**config.mk**
```make
export PLATFORM = sky130hd
export DESIGN_NAME = risc_execute_and_branch_unit
export DESIGN_NICKNAME = d
export VERILOG_FILES = /design/src/rtl/core/rexb_pkg.sv /design/src/rtl/core/risc_execute_and_branch_unit.sv /design/src/rtl/core/rexb_alu.sv
export SDC_FILE = /design/constraint.sdc
export NUM_CORES = 2
export LEC_CHECK = 0
export BUFFER_PORTS_ARGS = -buffer_cell sky130_fd_sc_hd__clkbuf_2
export CELL_PAD_IN_SITES_DETAIL_PLACEMENT = 1
export CELL_PAD_IN_SITES_GLOBAL_PLACEMENT = 1
export CORE_ASPECT_RATIO = 1.4
export CORE_MARGIN = 4
export CORE_UTILIZATION = 25
export CTS_CLUSTER_SIZE = 14
export DETAILED_ROUTE_END_ITERATION = 8
export PLACE_DENSITY = 0.57
export SLEW_MARGIN = 15
export SYNTH_ARGS = -nofsm -noshare
export SYNTH_HDL_FRONTEND = slang
export SYNTH_HIERARCHICAL = 1
export SYNTH_SLANG_ARGS = --single-unit
```
**constraint.sdc**
```tcl
create_clock -name clk -period 8.04 [get_ports clk]
set_input_delay 0.402 -clock clk [delete_from_list [all_inputs] [get_ports clk]]
set_output_delay 0.402 -clock clk [all_outputs]
set_load 0.02 [all_outputs]
```
**src/rtl/core/rexb_pkg.sv**
```systemverilog
// shared opcodes and stage types for the execute and branch unit
`default_nettype none

package rexb_pkg;

  localparam int unsigned DATA_W = 32;
  localparam int unsigned HALF_W = DATA_W / 2;
  localparam int unsigned OP_W   = 8;
  localparam int unsigned SHAMT_W = 5;

  localparam logic [OP_W-1:0] OP_ADD  = 8'd0;
  localparam logic [OP_W-1:0] OP_SUB  = 8'd1;
  localparam logic [OP_W-1:0] OP_AND  = 8'd2;
  localparam logic [OP_W-1:0] OP_OR   = 8'd3;
  localparam logic [OP_W-1:0] OP_XOR  = 8'd4;
  localparam logic [OP_W-1:0] OP_MUL  = 8'd5;
  localparam logic [OP_W-1:0] OP_SLL  = 8'd6;
  localparam logic [OP_W-1:0] OP_SRA  = 8'd7;
  localparam logic [OP_W-1:0] OP_SRL  = 8'd8;
  localparam logic [OP_W-1:0] OP_BEQ  = 8'd9;
  localparam logic [OP_W-1:0] OP_BNE  = 8'd10;
  localparam logic [OP_W-1:0] OP_BLT  = 8'd11;
  localparam logic [OP_W-1:0] OP_BGT  = 8'd12;
  localparam logic [OP_W-1:0] OP_BLE  = 8'd13;
  localparam logic [OP_W-1:0] OP_BGE  = 8'd14;
  localparam logic [OP_W-1:0] OP_JAL  = 8'd15;
  localparam logic [OP_W-1:0] OP_HALT = 8'd20;

  // register index that selects the immediate instead of a register value
  localparam logic [3:0] IMM_SEL_IDX = 4'd1;
  localparam logic [3:0] ZERO_IDX    = 4'd0;

  // what the execute stage hands to the writeback stage
  typedef struct packed {
    logic [DATA_W-1:0] res;     // every result except the product
    logic [DATA_W-1:0] pp_lo;   // low half of a times low half of b
    logic [HALF_W-1:0] pp_mid;  // low bits of the two cross products summed
    logic              taken;
  } exe_out_t;

endpackage

`default_nettype wire

```
**src/rtl/core/risc_execute_and_branch_unit.sv**
```systemverilog
// execute and branch resolution unit, three-stage pipeline
//
//  channel | direction | handshake            | word
//  in_     | input     | in_valid / in_stall  | decoded instruction, operands, pc
//  out_    | output    | out_valid / out_stall| alu result, next pc, write flags
//
// a word accepted by the operand stage moves through the execute stage to the
// output register, which raises out_valid; one word per cycle sustained while
// out_stall is low. stages: operand select, execute (alu, compare, 16-bit
// partial products), product sum with result select and next-pc mux. each
// stage holds a valid bit and moves on when the stage after it is empty or
// moving. out_stall holds the output register; bubbles collapse so earlier
// stages keep filling. rst_n clears the valid bits only.
`default_nettype none

module risc_execute_and_branch_unit #(
  parameter int unsigned IMM_BITS = 12,
  parameter int unsigned PC_BITS  = 10
) (
  input  wire logic                          clk,
  input  wire logic                          rst_n,

  input  wire logic                          in_valid,
  output logic                               in_stall,
  input  wire logic [rexb_pkg::OP_W-1:0]     in_req_type,
  input  wire logic [3:0]                    in_dest_index,
  input  wire logic [3:0]                    in_src1_index,
  input  wire logic [3:0]                    in_src2_index,
  input  wire logic [IMM_BITS-1:0]           in_imm_field,
  input  wire logic signed [rexb_pkg::DATA_W-1:0] in_dest_value,
  input  wire logic signed [rexb_pkg::DATA_W-1:0] in_src1_value,
  input  wire logic signed [rexb_pkg::DATA_W-1:0] in_src2_value,
  input  wire logic [PC_BITS-1:0]            in_cur_pc,

  output logic                               out_valid,
  input  wire logic                          out_stall,
  output logic signed [rexb_pkg::DATA_W-1:0] out_alu_result,
  output logic [PC_BITS-1:0]                 out_next_pc,
  output logic                               out_branch_taken,
  output logic                               out_link_write,
  output logic [PC_BITS-1:0]                 out_link_value,
  output logic                               out_reg_write,
  output logic                               out_halt_seen
);

  localparam int unsigned DW = rexb_pkg::DATA_W;

  // stage handshake
  logic adv1, adv2, adv3;
  logic v1_r, v2_r, v3_r;

  // stage 1: operands
  logic [rexb_pkg::OP_W-1:0] op1_r;
  logic                      rd_ok1_r;
  logic [DW-1:0]             a1_r, b1_r;
  logic [PC_BITS-1:0]        tgt1_r, inc1_r;

  logic [DW-1:0]             imm_ext;
  logic [DW-1:0]             a_nxt, b_nxt;
  logic [PC_BITS-1:0]        tgt_nxt, inc_nxt;

  // stage 2: execute
  logic [rexb_pkg::OP_W-1:0] op2_r;
  logic                      rd_ok2_r;
  logic [PC_BITS-1:0]        tgt2_r, inc2_r;
  rexb_pkg::exe_out_t        exe;
  rexb_pkg::exe_out_t        exe2_r;

  // stage 3: output register
  logic [DW-1:0]             res3_r, res_nxt;
  logic [PC_BITS-1:0]        npc3_r, inc3_r;
  logic                      taken3_r, link3_r, wr3_r, halt3_r;

  assign adv3 = !v3_r || !out_stall;
  assign adv2 = !v2_r || adv3;
  assign adv1 = !v1_r || adv2;
  assign in_stall = !adv1;

  assign imm_ext = {{(DW-IMM_BITS){in_imm_field[IMM_BITS-1]}}, in_imm_field};
  assign a_nxt = (in_src1_index == rexb_pkg::IMM_SEL_IDX) ? imm_ext : $unsigned(in_src1_value);
  assign b_nxt = (in_src2_index == rexb_pkg::IMM_SEL_IDX) ? imm_ext : $unsigned(in_src2_value);
  assign tgt_nxt = (in_dest_index == rexb_pkg::IMM_SEL_IDX) ? imm_ext[PC_BITS-1:0]
                                                           : in_dest_value[PC_BITS-1:0];
  assign inc_nxt = in_cur_pc + PC_BITS'(1);

  always_ff @(posedge clk) begin
    if (!rst_n) begin
      v1_r <= 1'b0;
      v2_r <= 1'b0;
      v3_r <= 1'b0;
    end else begin
      if (adv1) v1_r <= in_valid;
      if (adv2) v2_r <= v1_r;
      if (adv3) v3_r <= v2_r;
    end
  end

  always_ff @(posedge clk) begin
    if (adv1 && in_valid) begin
      op1_r    <= in_req_type;
      rd_ok1_r <= (in_dest_index != rexb_pkg::ZERO_IDX) &&
                  (in_dest_index != rexb_pkg::IMM_SEL_IDX);
      a1_r     <= a_nxt;
      b1_r     <= b_nxt;
      tgt1_r   <= tgt_nxt;
      inc1_r   <= inc_nxt;
    end
  end

  rexb_alu u_alu (
    .op  (op1_r),
    .a   (a1_r),
    .b   (b1_r),
    .exe (exe)
  );

  always_ff @(posedge clk) begin
    if (adv2 && v1_r) begin
      op2_r    <= op1_r;
      rd_ok2_r <= rd_ok1_r;
      tgt2_r   <= tgt1_r;
      inc2_r   <= inc1_r;
      exe2_r   <= exe;
    end
  end

  // low word of the product: cross terms only matter in the upper half
  assign res_nxt = (op2_r == rexb_pkg::OP_MUL)
                   ? exe2_r.pp_lo + {exe2_r.pp_mid, {rexb_pkg::HALF_W{1'b0}}}
                   : exe2_r.res;

  always_ff @(posedge clk) begin
    if (adv3 && v2_r) begin
      res3_r   <= res_nxt;
      npc3_r   <= exe2_r.taken ? tgt2_r : inc2_r;
      inc3_r   <= inc2_r;
      taken3_r <= exe2_r.taken;
      link3_r  <= (op2_r == rexb_pkg::OP_JAL);
      wr3_r    <= (op2_r <= rexb_pkg::OP_SRL) && rd_ok2_r;
      halt3_r  <= (op2_r == rexb_pkg::OP_HALT);
    end
  end

  assign out_valid        = v3_r;
  assign out_alu_result   = $signed(res3_r);
  assign out_next_pc      = npc3_r;
  assign out_branch_taken = taken3_r;
  assign out_link_write   = link3_r;
  assign out_link_value   = inc3_r;
  assign out_reg_write    = wr3_r;
  assign out_halt_seen    = halt3_r;

endmodule

`default_nettype wire

```
**src/rtl/core/rexb_alu.sv**
```systemverilog
// execute stage: adder, logic, shifter, partial products and branch compare
`default_nettype none

module rexb_alu (
  input  wire logic [rexb_pkg::OP_W-1:0]   op,
  input  wire logic [rexb_pkg::DATA_W-1:0] a,
  input  wire logic [rexb_pkg::DATA_W-1:0] b,
  output rexb_pkg::exe_out_t               exe
);

  localparam int unsigned HW = rexb_pkg::HALF_W;

  logic [rexb_pkg::SHAMT_W-1:0] shamt;
  logic                         eq;
  logic                         lt;
  logic                         gt;
  logic [HW-1:0]                a_lo, a_hi, b_lo, b_hi;

  assign shamt = b[rexb_pkg::SHAMT_W-1:0];
  assign eq = (a == b);
  assign lt = ($signed(a) < $signed(b));
  assign gt = ($signed(b) < $signed(a));

  assign a_lo = a[HW-1:0];
  assign a_hi = a[rexb_pkg::DATA_W-1:HW];
  assign b_lo = b[HW-1:0];
  assign b_hi = b[rexb_pkg::DATA_W-1:HW];

  always_comb begin
    // 16-bit partial products, summed into the low word in the next stage
    exe.pp_lo  = a_lo * b_lo;
    exe.pp_mid = a_hi * b_lo + a_lo * b_hi;

    unique case (op)
      rexb_pkg::OP_SUB: exe.res = a - b;
      rexb_pkg::OP_AND: exe.res = a & b;
      rexb_pkg::OP_OR:  exe.res = a | b;
      rexb_pkg::OP_XOR: exe.res = a ^ b;
      rexb_pkg::OP_SLL: exe.res = a << shamt;
      rexb_pkg::OP_SRA: exe.res = $unsigned($signed(a) >>> shamt);
      rexb_pkg::OP_SRL: exe.res = a >> shamt;
      default:          exe.res = a + b;
    endcase

    unique case (op)
      rexb_pkg::OP_BEQ: exe.taken = eq;
      rexb_pkg::OP_BNE: exe.taken = !eq;
      rexb_pkg::OP_BLT: exe.taken = lt;
      rexb_pkg::OP_BGT: exe.taken = gt;
      rexb_pkg::OP_BLE: exe.taken = !gt;
      rexb_pkg::OP_BGE: exe.taken = !lt;
      rexb_pkg::OP_JAL: exe.taken = 1'b1;
      default:          exe.taken = 1'b0;
    endcase
  end

endmodule

`default_nettype wire
```
# After elaboration in Yosys (flattened, before gate mapping)
# Index checks and enable logic that the tools add are counted.
word_totals:
  regBits: 262
  out_inout_bits: 58
  elab_cells: 87
classes:
  n_addsub: 5
  mul: 3
  magnitude_cmp: 3
  n_eq_ne: 22
  shifts: 3
  muxes: 7
  bitwise_logic: 3
  n_reduce_logical: 17
ops:
  columns: ["operator", "count"]
  rows:
  - ["$pmux 32 s7", 1]
  - ["$mux 32", 3]
  - ["$eq 8x4->1 const B", 9]
  - ["$add 32x32->32", 2]
  - ["$lt 32x32->1", 2]
  - ["$and 32x32->32", 1]
  - ["$eq 32x32->1", 1]
  - ["$eq 8x3->1 const B", 4]
  - ["$mul 16x16->16", 2]
  - ["$mul 16x16->32", 1]
  - ["$or 32x32->32", 1]
  - ["$shl 32x5->32", 1]
  - ["$shr 32x5->32", 1]
  - ["$sshr 32x5->32", 1]
  - ["$sub 32x32->32", 1]
  - ["$xor 32x32->32", 1]
  - ["$mux 10", 2]
  - ["$add 16x16->16", 1]
  - ["$eq 8x2->1 const B", 2]
  - ["$eq 4x1->1 const B", 3]
  - ["$add 10x1->10 const B", 1]
  - ["$eq 8x1->1 const B", 1]
  - ["$eq 8x5->1 const B", 1]
  - ["$le 8x4->1 const B", 1]
  - ["other kinds (6)", 19]

# Depth between registers and ports, before layout
logic_depth:
  ltp_word: 5
  depth_mapped: 29
  mapped_depth_nobuf: 24

# By module
# Netlist, hierarchy kept.
modules_own_cells:
  columns: ["mod", "instances", "cells_each", "area_per_inst_um2", "seq_area_each_um2"]
  rows:
  - ["rexb_alu", 1, 3142, 24915.1, 0.0]
  - ["risc_execute_and_branch_unit", 1, 646, 10181.0, 7837.5]

# Worst setup path before layout
# No wires, ideal clock.
synth_path:
  kind: "register to register"
  startpoint: "reg b1_r[2]"
  endpoint: "reg exe2_r[16] (netlist name), data pin"
  setup_time_ps: 266
  arrival_ps: 7270
  t_required_ps: 7774
  slack_ps: 504
  path_stages_with_launch: 26
  n_path_buf: 5
  synth_period_minus_slack_ps: 7536
  cell_sequence: "edfxtp_1 > inv_1 > buf_2 > buf_1 > clkbuf_1 > buf_1 > buf_1 > nor2_1 > fa_1 > fa_1 > fa_1 > inv_1 > fa_1 > inv_1 > fa_1 > fa_1 > fa_1 > fa_1 > xnor2_1 > xnor2_1 > xnor2_1 > xnor2_1 > xnor2_1 > xnor2_1 > xnor2_1 > xnor2_1"
synth_rtl:
  columns: ["element", "line_no", "source"]
  rows:
  - ["start, declared", "risc_execute_and_branch_unit.sv:55", "logic [DW-1:0] a1_r, b1_r;"]
  - ["start signal, assigned", "risc_execute_and_branch_unit.sv:104", "b1_r <= b_nxt;"]
  - ["end signal, assigned", "risc_execute_and_branch_unit.sv:123", "exe2_r <= exe;"]
  - ["end, declared", "risc_execute_and_branch_unit.sv:67", "rexb_pkg::exe_out_t exe2_r;"]

==> impl_metrics.csv <==
group,metric,value,unit
status,status,"finished clean",
critical_path,critical_path_class,"reg2reg",
synth,syn_area,0.03510,mm2
clock_tree,cts_tree,"done",
clock_tree,clk_pin_slew,0.07,ns
global_route,grt_pass1_vias,32510,
route,drtPass1Iterations,5,
placement,portBuffers,177,
global_route,grt.busiest_layer,"met2",
sta,skew,0.05075,ns
synth,ys_seq_elements,262,
clock_tree,clock_latency,0.63,ns
synth,synth_edf_count,259,
critical_path,path_cells,"ha_1 -> fa_1 -> inv_1 -> fa_1 -> fa_1 -> inv_1 -> fa_1 -> fa_1 -> inv_1 -> fa_1 -> inv_1 -> ha_1 -> a21oi_1 -> o21ai_0 -> or3_1 -> o2111ai_1 -> a21oi_1 -> or2_2 -> a31o_2 -> a21oi_1 -> xnor2_1",
die,die_height,451.3,um
synth,yosysWarnings,6,
synth,yosysSeqAreaShare,22.33,%
global_route,grtUsageMet1,21.68,%
synth,ys.flop_type,"edfxtp_1",
clock_tree,htree_levels,1,
critical_path,critPathTopFamily,"adder cells",
route,route.detailed.drc,0,
layout,drive_above_1_share,12.86,%
global_route,grt_usage,20.24,%
sta,worstMarginPinSlew,1.225,ns
sta,rsz0062_at_grt,"no",
layout,syn_to_final_growth,13.32,%
synth,synth_fp_nets,4650,
sta,min_period,7.379,ns
global_route,grt-ovfl-total,0,
die,io_pins,200,
min_path,min_path_type,"in2reg",
synth,synth.most_common_cell,"inv_1",
sta,final_max_slew_viol_count,0,
sta,finalCritPeriodShare,91.78,%
sta,clock.fmax,135.5,MHz
global_route,use_met3,2.107,%
critical_path,critical_path_arrival,7.72,ns
clock_tree,cts_resized,0,
global_route,antenna_found_initial,13,
synth,yosysTopAreaCell,"edfxtp_1",
global_route,grt_max_degree,85,
route,drtAntennaViolNets,0,
clock_tree,cts_buffer_depth,3,
job,drv_cap,0,
critical_path,critPathMaxStageDelay,1.00,ns
clock_tree,root_buffer,"clkbuf_16",
critical_path,path_common_cell,"fa_1",
route,wl,150500,um
global_route,grtUsageMet2,36.50,%
die,start_util,25.17,%
placement,globalplace.congestion,0.9712,
clock_tree,numCtsBuffers,28,
placement,hpwl,118700,um
die,core,0.1395,mm2
synth,yosysUniqueCellTypes,99,
route,num_vias,29530,
sta,setup-violations-final,0,
clock_tree,cts.sinks,262,
synth,synth.area.top_cells,"edfxtp_1 22%, fa_1 22%, ha_1 12%",
synth,synth_common_cells,"494 x inv_1, 486 x nand2_1, 462 x nor2_1",
route,first_iter_violations,1823,
critical_path,crit_slowest_cell,"edfxtp_1",
sta,timing.slew.headroom,17.33,%
critical_path,critPathRequiredTime,8.38,ns
critical_path,cp-end-kind,"flip-flop",
critical_path,cp_max_fo,10,
synth,synthDominantCellAreaShare,22.16,%
critical_path,worst_setup_path_start_kind,"flip-flop",
die,die_area,0.1465,mm2
synth,synth_cells,3788,
layout,nets,4807,
die,fp-row-count,162,
layout,fillers,16250,
synth,synthArstFlopShare,0,%
die,die_x,324.7,um
sta,fin_setup_tns,0,ns
route,wl_per_cell,25.99,um
critical_path,crit_buf_inv,4,
route,via_per_inst,5.098,
synth,synth_area_per_cell,9.265,um2
global_route,grt_pass1_wl,219400,um
sta,hold_viol,0,
-- sequential cells by signal (all words and copies together), names as in the netlist, 32 cells and up --
name            flops
out_alu_result     32
b1_r               32
exe2_r             81
a1_r               32
-- worst paths after layout --
check / slack (ns) / cells past startpoint / endpoint / from
hold / removal: 0.06 / 3 / b1_r[29] / in_src2_value[29]
setup / recovery: 0.66 / 21 / exe2_r[42] / a1_r[6]
hold reg to reg: 0.42 / 0 / tgt2_r[9] / tgt1_r[9]
setup reg to reg: 0.66 / 21 / exe2_r[42] / a1_r[6]
-- cell families (layout without fill, tap and decap cells) --
logic type	Yosys count	after routing	synth area share [%]
flops	262	262	22.33
compound gates	621	621	11.86
xor+xnor	123	123	3.070
mux	144	144	6.403
buf+inv	733	910	8.157
simple gates	1185	1185	14.36
other cells	0	23	0
fa+ha+maj	720	720	33.82
-- worst register-to-register path: cells and delay by family (launching register included) --
kind | cells | cell delay [ns]
and+or+nand+nor | 2 | 0.72
xor gates and xnor gates | 1 | 0.10
buffers and inverters | 4 | 0.23
DFF | 1 | 1.00
AOI/OAI and AO/OA | 6 | 1.29
adders and majority gates | 8 | 3.77
-- what timing repair did --
| item | CTS | global route |
|---|---|---|
| buffers inserted | 0 | 0 |
| hold buffers | 29 | 0 |
| endpoints found under the hold margin | 29 | 0 |
-- stage by stage --
stage	hold slack (ns)	cells	setup WS [ns]	util (%)	cell area [um2]
floorplan	0.4003	3788	0.5041	-	35100
global placement	0.4015	5690	0.7426	27.59	38480
detailed placement	0.4056	5690	0.7629	27.59	38480
CTS	0.001930	5769	0.6699	28.48	39710
global route	0.03763	5789	0.2935	28.51	39760
finish	0.05969	5792	0.6606	28.52	39770
-- routing by layer --
layer  share of wire [%]  vias up
met5               0.016        -
met3                 4.3      389
met4                 9.3        4
li1                    -    13010
met1                  36    15260
met2                  50      870
-- layout make-up --
class	count	area [um2]	share of cell area, %
multi-input cells	2793	24450	61.48
flip-flops and latches	262	7838	19.71
repair buffers	344	2287	5.751
well taps	1804	2257	5.676
inverters	516	1937	4.870
clock buffers	30	708.2	1.781
clock inverters	20	232.7	0.5852
diodes	23	57.56	0.1447
-- cells in the final DEF, fill, tap and decap left out, types with 98 or more instances in the layout --
cell        n
nor2_1    462
a21oi_1   146
inv_1     493
nand2_1   486
buf_4     132
fa_1      381
xnor2_1    98
clkbuf_2  177
ha_1      339
edfxtp_1  259
Power is not shown: default switching activity piles up to over one toggle a cycle in this logic, so the estimate is an artifact.
